==> config.mk <==
export PLATFORM = sky130hd
export DESIGN_NAME = custom_base_integer_parser
export DESIGN_NICKNAME = d
export VERILOG_FILES = /design/src/design/cbip_pkg.sv /design/src/design/cbip_ram.sv /design/src/design/cbip_front.sv /design/src/design/cbip_queue.sv /design/src/design/cbip_back.sv /design/src/design/custom_base_integer_parser.sv
export SDC_FILE = /design/constraint.sdc
export NUM_CORES = 2
export LEC_CHECK = 0
export BUFFER_PORTS_ARGS = -buffer_cell sky130_fd_sc_hd__buf_2
export CORE_UTILIZATION = 25
export CTS_CLUSTER_DIAMETER = 80
export DETAILED_ROUTE_END_ITERATION = 16
export PLACE_DENSITY = 0.45
export SLEW_MARGIN = 15
export SYNTH_ARGS = -nofsm -noshare
export SYNTH_HDL_FRONTEND = slang
export SYNTH_SLANG_ARGS = --single-unit
==> constraint.sdc <==
create_clock -name clk -period 7.1 [get_ports clk]
set_input_delay 0.71 -clock clk [delete_from_list [all_inputs] [get_ports clk]]
set_output_delay 0.71 -clock clk [all_outputs]
set_load 0.01 [all_outputs]
==> src/design/cbip_pkg.sv <==
// cbip_pkg: shared types and constants for the custom base integer parser
// holds item structs, kind and phase codes, character codes and sizes
// no dependencies
package cbip_pkg;

  localparam int MAX_SYMBOLS_DEF = 128;
  localparam int VALUE_W         = 32;
  localparam int CHAR_W          = 8;
  localparam int CODE_W          = 7;
  localparam int NUM_CODES       = 1 << CODE_W;
  localparam int Q_DEPTH         = 2;

  localparam logic [CHAR_W-1:0] CH_TAB   = 8'd9;
  localparam logic [CHAR_W-1:0] CH_CR    = 8'd13;
  localparam logic [CHAR_W-1:0] CH_SPACE = 8'd32;
  localparam logic [CHAR_W-1:0] CH_PLUS  = 8'd43;
  localparam logic [CHAR_W-1:0] CH_MINUS = 8'd45;
  localparam logic [CHAR_W-1:0] SYM_LO   = 8'd33;
  localparam logic [CHAR_W-1:0] SYM_HI   = 8'd126;

  typedef enum logic [1:0] {
    KIND_CLEAR  = 2'd0,
    KIND_APPEND = 2'd1,
    KIND_CHAR   = 2'd2,
    KIND_END    = 2'd3
  } kind_t;

  typedef enum logic [3:0] {
    PH_SPACE = 4'b0001,
    PH_SIGN  = 4'b0010,
    PH_DIGIT = 4'b0100,
    PH_DONE  = 4'b1000
  } phase_t;

  typedef struct packed {
    kind_t             kind;
    logic [CHAR_W-1:0] character;
  } in_item_t;

  typedef struct packed {
    logic signed [VALUE_W-1:0] value;
    logic                      base_valid;
  } out_item_t;

  // classified item as it travels from front to back
  typedef struct packed {
    kind_t             kind;
    logic [CODE_W-1:0] code;
    logic              low;
    logic              sym_legal;
    logic              is_space;
    logic              is_plus;
    logic              is_minus;
  } op_t;

endpackage

==> src/design/cbip_ram.sv <==
// cbip_ram: generic single write port, single read port ram
// read data registered, no reset on contents
// no dependencies
module cbip_ram #(
  parameter int WIDTH = 8,
  parameter int DEPTH = 128
) (
  input  logic                     clk,
  input  logic                     we,
  input  logic [$clog2(DEPTH)-1:0] waddr,
  input  logic [WIDTH-1:0]         wdata,
  input  logic                     re,
  input  logic [$clog2(DEPTH)-1:0] raddr,
  output logic [WIDTH-1:0]         rdata
);

  logic [WIDTH-1:0] mem [DEPTH];

  always_ff @(posedge clk) begin
    if (we) begin
      mem[waddr] <= wdata;
    end
    if (re) begin
      rdata <= mem[raddr];
    end
  end

endmodule

==> src/design/cbip_front.sv <==
// cbip_front: input acceptance and character classification
// depends on cbip_pkg
module cbip_front (
  input  logic               in_valid,
  output logic               in_stall,
  input  cbip_pkg::in_item_t in_data,
  input  logic               q_full,
  output logic               push,
  output cbip_pkg::op_t      push_data
);
  import cbip_pkg::*;

  logic [CHAR_W-1:0] c;

  assign c        = in_data.character;
  assign in_stall = q_full;
  assign push     = in_valid && !q_full;

  always_comb begin
    push_data.kind      = in_data.kind;
    push_data.code      = c[CODE_W-1:0];
    push_data.low       = !c[CHAR_W-1];
    push_data.is_plus   = (c == CH_PLUS);
    push_data.is_minus  = (c == CH_MINUS);
    push_data.is_space  = (c >= CH_TAB && c <= CH_CR) || (c == CH_SPACE);
    push_data.sym_legal = (c >= SYM_LO) && (c <= SYM_HI) && (c != CH_PLUS)
                          && (c != CH_MINUS);
  end

endmodule

==> src/design/cbip_queue.sv <==
// cbip_queue: short fifo of classified items between front and back
// depends on cbip_pkg
module cbip_queue (
  input  logic          clk,
  input  logic          rst_n,
  input  logic          push,
  input  cbip_pkg::op_t push_data,
  output logic          full,
  input  logic          pop,
  output logic          head_valid,
  output cbip_pkg::op_t head_data
);
  import cbip_pkg::*;

  localparam int PTR_W = (Q_DEPTH > 1) ? $clog2(Q_DEPTH) : 1;
  localparam int CNT_W = $clog2(Q_DEPTH + 1);

  op_t              slot_r [Q_DEPTH];
  logic [PTR_W-1:0] wr_ptr_r, wr_ptr_nxt;
  logic [PTR_W-1:0] rd_ptr_r, rd_ptr_nxt;
  logic [CNT_W-1:0] count_r, count_nxt;

  assign full       = (count_r == CNT_W'(Q_DEPTH));
  assign head_valid = (count_r != '0);
  assign head_data  = slot_r[rd_ptr_r];

  always_comb begin
    wr_ptr_nxt = wr_ptr_r;
    rd_ptr_nxt = rd_ptr_r;
    count_nxt  = count_r;
    if (push) begin
      wr_ptr_nxt = (wr_ptr_r == PTR_W'(Q_DEPTH - 1)) ? '0 : wr_ptr_r + 1'b1;
    end
    if (pop) begin
      rd_ptr_nxt = (rd_ptr_r == PTR_W'(Q_DEPTH - 1)) ? '0 : rd_ptr_r + 1'b1;
    end
    if (push && !pop) begin
      count_nxt = count_r + 1'b1;
    end else if (pop && !push) begin
      count_nxt = count_r - 1'b1;
    end
  end

  always_ff @(posedge clk) begin
    if (!rst_n) begin
      wr_ptr_r <= '0;
      rd_ptr_r <= '0;
      count_r  <= '0;
    end else begin
      wr_ptr_r <= wr_ptr_nxt;
      rd_ptr_r <= rd_ptr_nxt;
      count_r  <= count_nxt;
    end
  end

  always_ff @(posedge clk) begin
    if (push) begin
      slot_r[wr_ptr_r] <= push_data;
    end
  end

endmodule

==> src/design/cbip_back.sv <==
// cbip_back: alphabet upkeep, parse state machine, multiply-accumulate, result register
// depends on cbip_pkg and cbip_ram
module cbip_back #(
  parameter int MAX_SYMBOLS = cbip_pkg::MAX_SYMBOLS_DEF
) (
  input  logic                clk,
  input  logic                rst_n,
  input  logic                q_valid,
  input  cbip_pkg::op_t       q_head,
  output logic                pop,
  output logic                out_valid,
  input  logic                out_stall,
  output cbip_pkg::out_item_t out_data
);
  import cbip_pkg::*;

  localparam int DIG_W  = (MAX_SYMBOLS > 2) ? $clog2(MAX_SYMBOLS) : 1;
  localparam int SIZE_W = $clog2(MAX_SYMBOLS + 1);
  localparam int PROD_W = VALUE_W + SIZE_W;

  logic                 ex_valid_r, ex_valid_nxt;
  op_t                  ex_op_r;
  logic                 fwd_hit_r, fwd_hit_nxt;
  logic [DIG_W-1:0]     fwd_data_r;
  logic [NUM_CODES-1:0] in_alpha_r, in_alpha_nxt;
  logic [SIZE_W-1:0]    size_r, size_nxt;
  logic                 bad_r, bad_nxt;
  phase_t               phase_r, phase_nxt;
  logic                 neg_r, neg_nxt;
  logic [VALUE_W-1:0]   acc_r, acc_nxt;
  logic                 out_valid_r, out_valid_nxt;
  out_item_t            out_data_r, out_data_nxt;
  logic                 out_load;

  logic                 ex_done;
  logic                 hit;
  logic [DIG_W-1:0]     ram_rdata;
  logic [DIG_W-1:0]     digit;
  logic [PROD_W-1:0]    prod;
  logic [VALUE_W-1:0]   mac;
  logic                 we;
  logic                 base_ok;
  phase_t               ph_v;

  cbip_ram #(
    .WIDTH(DIG_W),
    .DEPTH(NUM_CODES)
  ) u_digit_ram (
    .clk  (clk),
    .we   (we),
    .waddr(ex_op_r.code),
    .wdata(size_r[DIG_W-1:0]),
    .re   (pop),
    .raddr(q_head.code),
    .rdata(ram_rdata)
  );

  assign ex_done  = ex_valid_r && !(ex_op_r.kind == KIND_END && out_valid_r && out_stall);
  assign pop      = q_valid && (!ex_valid_r || ex_done);
  assign hit      = ex_op_r.low && in_alpha_r[ex_op_r.code];
  assign digit    = fwd_hit_r ? fwd_data_r : ram_rdata;
  assign prod     = PROD_W'(acc_r) * PROD_W'(size_r);
  assign mac      = prod[VALUE_W-1:0] + VALUE_W'(digit);
  assign base_ok  = !bad_r && (size_r >= SIZE_W'(2));

  assign out_valid = out_valid_r;
  assign out_data  = out_data_r;

  always_comb begin
    in_alpha_nxt  = in_alpha_r;
    size_nxt      = size_r;
    bad_nxt       = bad_r;
    phase_nxt     = phase_r;
    neg_nxt       = neg_r;
    acc_nxt       = acc_r;
    we            = 1'b0;
    ph_v          = phase_r;
    out_load      = 1'b0;
    out_valid_nxt = out_valid_r && out_stall;
    out_data_nxt  = out_data_r;
    if (ex_done) begin
      unique case (ex_op_r.kind)
        KIND_CLEAR: begin
          in_alpha_nxt = '0;
          size_nxt     = '0;
          bad_nxt      = 1'b0;
        end
        KIND_APPEND: begin
          if (!ex_op_r.sym_legal || hit || size_r >= SIZE_W'(MAX_SYMBOLS)) begin
            bad_nxt = 1'b1;
          end else begin
            we                         = 1'b1;
            in_alpha_nxt[ex_op_r.code] = 1'b1;
            size_nxt                   = size_r + 1'b1;
          end
        end
        KIND_CHAR: begin
          if (ph_v == PH_SPACE && !ex_op_r.is_space) begin
            ph_v = PH_SIGN;
          end
          if (ph_v == PH_SIGN) begin
            if (ex_op_r.is_minus) begin
              neg_nxt = !neg_r;
            end else if (!ex_op_r.is_plus) begin
              ph_v = PH_DIGIT;
            end
          end
          if (ph_v == PH_DIGIT) begin
            if (hit) begin
              acc_nxt = mac;
            end else begin
              ph_v = PH_DONE;
            end
          end
          phase_nxt = ph_v;
        end
        KIND_END: begin
          out_load                = 1'b1;
          out_valid_nxt           = 1'b1;
          out_data_nxt.base_valid = base_ok;
          out_data_nxt.value      = !base_ok ? '0 :
                                    neg_r ? signed'(-acc_r) : signed'(acc_r);
          phase_nxt               = PH_SPACE;
          neg_nxt                 = 1'b0;
          acc_nxt                 = '0;
        end
      endcase
    end
  end

  always_comb begin
    ex_valid_nxt = ex_valid_r;
    if (pop) begin
      ex_valid_nxt = 1'b1;
    end else if (ex_done) begin
      ex_valid_nxt = 1'b0;
    end
    fwd_hit_nxt = we && (ex_op_r.code == q_head.code);
  end

  always_ff @(posedge clk) begin
    if (!rst_n) begin
      ex_valid_r  <= 1'b0;
      in_alpha_r  <= '0;
      size_r      <= '0;
      bad_r       <= 1'b0;
      phase_r     <= PH_SPACE;
      neg_r       <= 1'b0;
      acc_r       <= '0;
      out_valid_r <= 1'b0;
    end else begin
      ex_valid_r  <= ex_valid_nxt;
      in_alpha_r  <= in_alpha_nxt;
      size_r      <= size_nxt;
      bad_r       <= bad_nxt;
      phase_r     <= phase_nxt;
      neg_r       <= neg_nxt;
      acc_r       <= acc_nxt;
      out_valid_r <= out_valid_nxt;
    end
  end

  // item payload, same-address write forwarding and result data
  always_ff @(posedge clk) begin
    if (pop) begin
      ex_op_r    <= q_head;
      fwd_hit_r  <= fwd_hit_nxt;
      fwd_data_r <= size_r[DIG_W-1:0];
    end
    if (out_load) begin
      out_data_r <= out_data_nxt;
    end
  end

endmodule

==> src/design/custom_base_integer_parser.sv <==
// custom_base_integer_parser: parses character items into signed integers
// over a programmable digit alphabet; top level joining front, queue and back
// depends on cbip_pkg, cbip_front, cbip_queue, cbip_back
//
// input channel: in_valid/in_stall/in_data, one item per cycle unless stalled;
// kind selects clear alphabet, append symbol, string character or end of string
// output channel: out_valid/out_stall/out_data, one item per end of string
// with the wrapped signed value and the alphabet validity flag
// throughput: one input item per clock while in_stall is low, set by the
// multiply-accumulate and digit lookup in the back end
// a result shows on out_valid once its end item has passed the queue register,
// the execute register and the result register
// the digit table is a 128-entry ram with registered read; a symbol appended
// just before a string character is forwarded around it
// reset: empty alphabet, parser at whitespace skipping, queue and result empty,
// in_stall low; the digit ram needs no clearing
// receiver stall: the result holds in its register, the next end item waits
// in execute, the two-entry queue fills and then in_stall rises
module custom_base_integer_parser #(
  parameter int MAX_SYMBOLS = cbip_pkg::MAX_SYMBOLS_DEF
) (
  input  logic                clk,
  input  logic                rst_n,
  input  logic                in_valid,
  output logic                in_stall,
  input  cbip_pkg::in_item_t  in_data,
  output logic                out_valid,
  input  logic                out_stall,
  output cbip_pkg::out_item_t out_data
);
  import cbip_pkg::*;

  logic q_full;
  logic push;
  op_t  push_data;
  logic pop;
  logic q_valid;
  op_t  q_head;

  cbip_front u_front (
    .in_valid (in_valid),
    .in_stall (in_stall),
    .in_data  (in_data),
    .q_full   (q_full),
    .push     (push),
    .push_data(push_data)
  );

  cbip_queue u_queue (
    .clk       (clk),
    .rst_n     (rst_n),
    .push      (push),
    .push_data (push_data),
    .full      (q_full),
    .pop       (pop),
    .head_valid(q_valid),
    .head_data (q_head)
  );

  cbip_back #(
    .MAX_SYMBOLS(MAX_SYMBOLS)
  ) u_back (
    .clk      (clk),
    .rst_n    (rst_n),
    .q_valid  (q_valid),
    .q_head   (q_head),
    .pop      (pop),
    .out_valid(out_valid),
    .out_stall(out_stall),
    .out_data (out_data)
  );

  a_reset_empty: assert property (@(posedge clk)
    !rst_n |=> !out_valid && !in_stall)
    else $error("queue or result not empty after reset");

  a_invalid_zero: assert property (@(posedge clk) disable iff (!rst_n)
    out_valid && !out_data.base_valid |-> out_data.value == '0)
    else $error("nonzero value with invalid alphabet");

  a_stall_needs_push: assert property (@(posedge clk) disable iff (!rst_n)
    $rose(in_stall) |-> $past(in_valid && !in_stall))
    else $error("queue filled without an accepted item");

  a_pop_has_item: assert property (@(posedge clk) disable iff (!rst_n)
    pop |-> q_valid)
    else $error("back end took an item from an empty queue");

endmodule
==> summary.txt <==
Run status
  – Status: finished clean

Clocking
  – Hold-fix buffer count after cts: 0
  – CTS tree: done
  – H-Tree Depth: 4
  – Total CTS buffers: about 140
  – Max clock buf depth: 3
  – Skew-Pair Late Insertion Delay: between 0.7 and 0.8 ns
  – Number of clock sinks: ~1200
  – Resize count post-CTS: 0
  – # Post-CTS Setup Buffers: 0
  – Reg clk slew, reported paths: approximately 0.060 ns
  – Root Buffer: clkbuf_16

Synth
  – Post-synthesis sequential area ratio: roughly 60%
  – Top_reg_cell synth: edfxtp_1
  – Yosys warns: 0
  – Main combinational cell family by area after synthesis: simple AND/OR/NAND/NOR gates
  – Post-Synth XOR/XNOR Area: between 1 and 1.5%
  – Synth area leaders: edfxtp_1 54%, nand2_1 7.0%, dfxtp_1 6.6%, fa_1 5.9%, nand3_1 4.4%
  – Post-synthesis mux area share: around 1.3%
  – Netlist cell types: 76
  – Post-synth EDFFs: about 990
  – Mapped cell area: ~55000 sq um
  – Proportion of netlist area held by the largest area contributor: 53.7%
  – FF+latch count, synth: 1167
  – Complex-gate fraction of the synthesized area: 7.44%
  – Post-synthesis instance total: ~4900
  – Net Count, Synth: slightly above 5000
  – Asr flop ratio synth: 0%
  – Syn avg cell area: 11.2 sq um
  – Post-synthesis simple-gate area fraction: approximately 18%
  – Synth Area in Adders: 7.44%
  – Cell taking the most area after synthesis: edfxtp_1

Routing
  – WL final: around 160000 um
  – Vias per cell: between 4 and 5
  – Via count: approximately 37000
  – Routed WL per cell: ~20 um
  – ANT nets after route: 0
  – Iteration count of the initial detailed-routing pass: 6
  – DR DRC count: 0
  – Drt initial violations: 2885

Timing
  – RSZ-0062 raised after global routing: no
  – Fin Setup TNS: 0 ns
  – Post-route clock period utilization: about 84%
  – Final setup fails: 0
  – Fmax: approximately 170 MHz
  – Fin. Hold Viols: 0
  – Worst slew pin tran: between 1 and 1.5 ns
  – Clock Skews: 0.0559 ns
  – Pins Over Slew Limit: 0
  – Slew HR: a little under a quarter
  – Crit path time final: slightly below 6 ns

Job
  – Max cap viols: 0

Pwr
  – Psw: ~6.5 mW
  – Pint: between 10 and 15 mW
  – Net Sw Frac: approximately a third
  – Peak VDD IR: 0.320 mV
  – Register share of total power: roughly two fifths
  – Logic gate share of total power: a little under a quarter
  – Clock share of power: 35.6%
  – Total power: 19.0 mW
  – Power Dens Cells: about 300 nW/um^2
  – Leakage: 22.9 nW

Placed design
  – Number of port buffers: 48
  – HPWL Detailed: between 90000 and 100000 um
  – GP Congestion: slightly below 0.8
  – Placed Instance Area: just under 60000 sq um

Layout
  – Most frequent cells in the layout: 1033 x nand2_1, 986 x edfxtp_1, 484 x nand3_1, 324 x nor2_1, 246 x inv_1
  – Fin nets: around 5000
  – Design area: 62800 sq um
  – Commonest non-fill, non-tap cell in the layout: nand2_1
  – Ratio of cells with drive above 1 in the final layout: under 10%
  – Fillers: ~23000
  – Diode count: 0
  – Area grow syn2layout: 13.8%

Global route
  – Wire length of the first global-routing pass: 239000 um
  – Vias in the first global route: roughly 36000
  – Initial antenna violation count: 3
  – Largest net degree at the start of global routing: 134
  – Gr ovfl total: 0
  – GRT Util Overall: between 10% and 20%

Setup path
  – Element type at the critical path end: flop
  – Worst Path Required: roughly 7.8 ns
  – Kind of critical path: reg -> reg
  – Critical Path AT: 6.63 ns
  – Worst setup SP type: flop
  – Crit path max fanout: between 40 and 50

Floorplanning
  – FP Rows: around 170
  – Core area: around 220000 sq um
  – Num ports: between 40 and 50
  – Initial Utilization: between 20% and 30%
  – Die Width: 472 um
  – Die H: 472 um
  – Die area: between 200000 and 250000 sq um

Hold path
  – Hold Path Class: in -> reg
worst max-delay path, cell delays in order, from the launching register on:
cell and delay, ns:
dfxtp_4 0.74, buf_4 0.65, nand2_1 0.16, fa_1 0.42, inv_1 0.07, ha_1 0.15, ha_1 0.14, inv_1 0.05
fa_1 0.49, inv_1 0.04, ha_1 0.21, fa_1 0.47, a21o_1 0.19, o21ai_0 0.48, a2111oi_0 0.28, o21ai_0 0.28
a211oi_1 0.13, or2_2 0.30, a21boi_0 0.25, xnor2_1 0.11, a22o_1 0.19
final cells by class:
class	instances	area (sq um)	share of cell area [%]
Clock inverter	65	584	0.931
Sequential cell	1167	33300	53.0
Clock buffer	183	3690	5.89
Tap cell	2871	3590	5.72
Inverter	252	958	1.53
Multi-Input combinational cell	3141	19700	31.4
Timing Repair Buffer	131	971	1.55
flip-flops by register name (all words and copies together) (netlist names), 2 cells and up, named ones only:
register	cells
u_back.in_alpha_r	128
u_back.phase_r	4
u_queue.count_r	2
u_back.out_data	33
u_back.u_digit_ram.mem	896
u_back.ex_op_r	14
u_queue.slot_r	28
u_back.fwd_data_r	7
u_back.size_r	8
u_back.acc_r	32
u_back.u_digit_ram.rdata	7
through the flow:
| stage | hold slack, ns | worst slack, ns | std cells | utilization, % |
|---|---|---|---|---|
| global route | 0.0886 | 0.771 | 7810 | 28.6 |
| floorplan | 0.420 | 0.120 | 4903 | - |
| CTS | 0.0670 | 1.10 | 7809 | 28.6 |
| global placement | 0.436 | 1.15 | 7561 | 26.6 |
| detailed placement | 0.439 | 1.11 | 7561 | 26.6 |
| finish | 0.127 | 1.13 | 7810 | 28.6 |
worst paths after layout:
kind                            slack (ns)  cells past startpoint                     to                  start
worst max register to register        1.13                     20       u_back.acc_r[31]       u_back.size_r[0]
worst min-delay path                  0.13                      1  u_queue.slot_r[1][12]             in_data[8]
worst min register to register        0.45                      2  u_back.in_alpha_r[48]  u_back.in_alpha_r[48]
worst max-delay path                  1.13                     20       u_back.acc_r[31]       u_back.size_r[0]
Yosys cell counts, types with 32 or more instances:
cell,count
nand2_1,1033
edfxtp_1,986
nand3_1,484
nor2_1,326
clkbuf_1,278
inv_1,247
and2_1,190
dfxtp_1,181
fa_1,162
a311oi_1,155
a31oi_1,131
ha_1,69
and3_1,63
a21oi_1,58
xor2_1,41
xnor2_1,39
nor3_1,37
o21ai_0,32
o31ai_1,32
cells by family (layout without fill, tap and decap cells):
group	after synthesis	in the layout
and+or+nand+nor	2219	2219
DFF	1167	1167
buffers and inverters	595	631
AOI/OAI and AO/OA	555	555
adders and majority gates	231	231
xor gates and xnor gates	80	80
muxes	56	56
routing by layer:
layer / global-route usage, % / vias to the layer above / part of all wire, %
met5: 0 / - / 0
met4: 3.99 / 0 / 2.2
met3: 2.14 / 195 / 4.6
met2: 22.2 / 881 / 46
met1: 19.8 / 18600 / 48
li1: - / 17200 / -
power groups by stage:
| stage | logic [mW] | clock network (mW) | registers (mW) |
|---|---|---|---|
| after floorplan | 2.79 | 0 | 7.76 |
| after global placement | 4.58 | 0 | 7.83 |
| after detailed placement | 4.58 | 0 | 7.83 |
| after CTS | 4.59 | 6.95 | 7.69 |
| after global routing | 4.89 | 7.19 | 7.70 |
| final | 4.55 | 6.77 | 7.69 |
No activity file was read; power rests on OpenSTA's default activity.
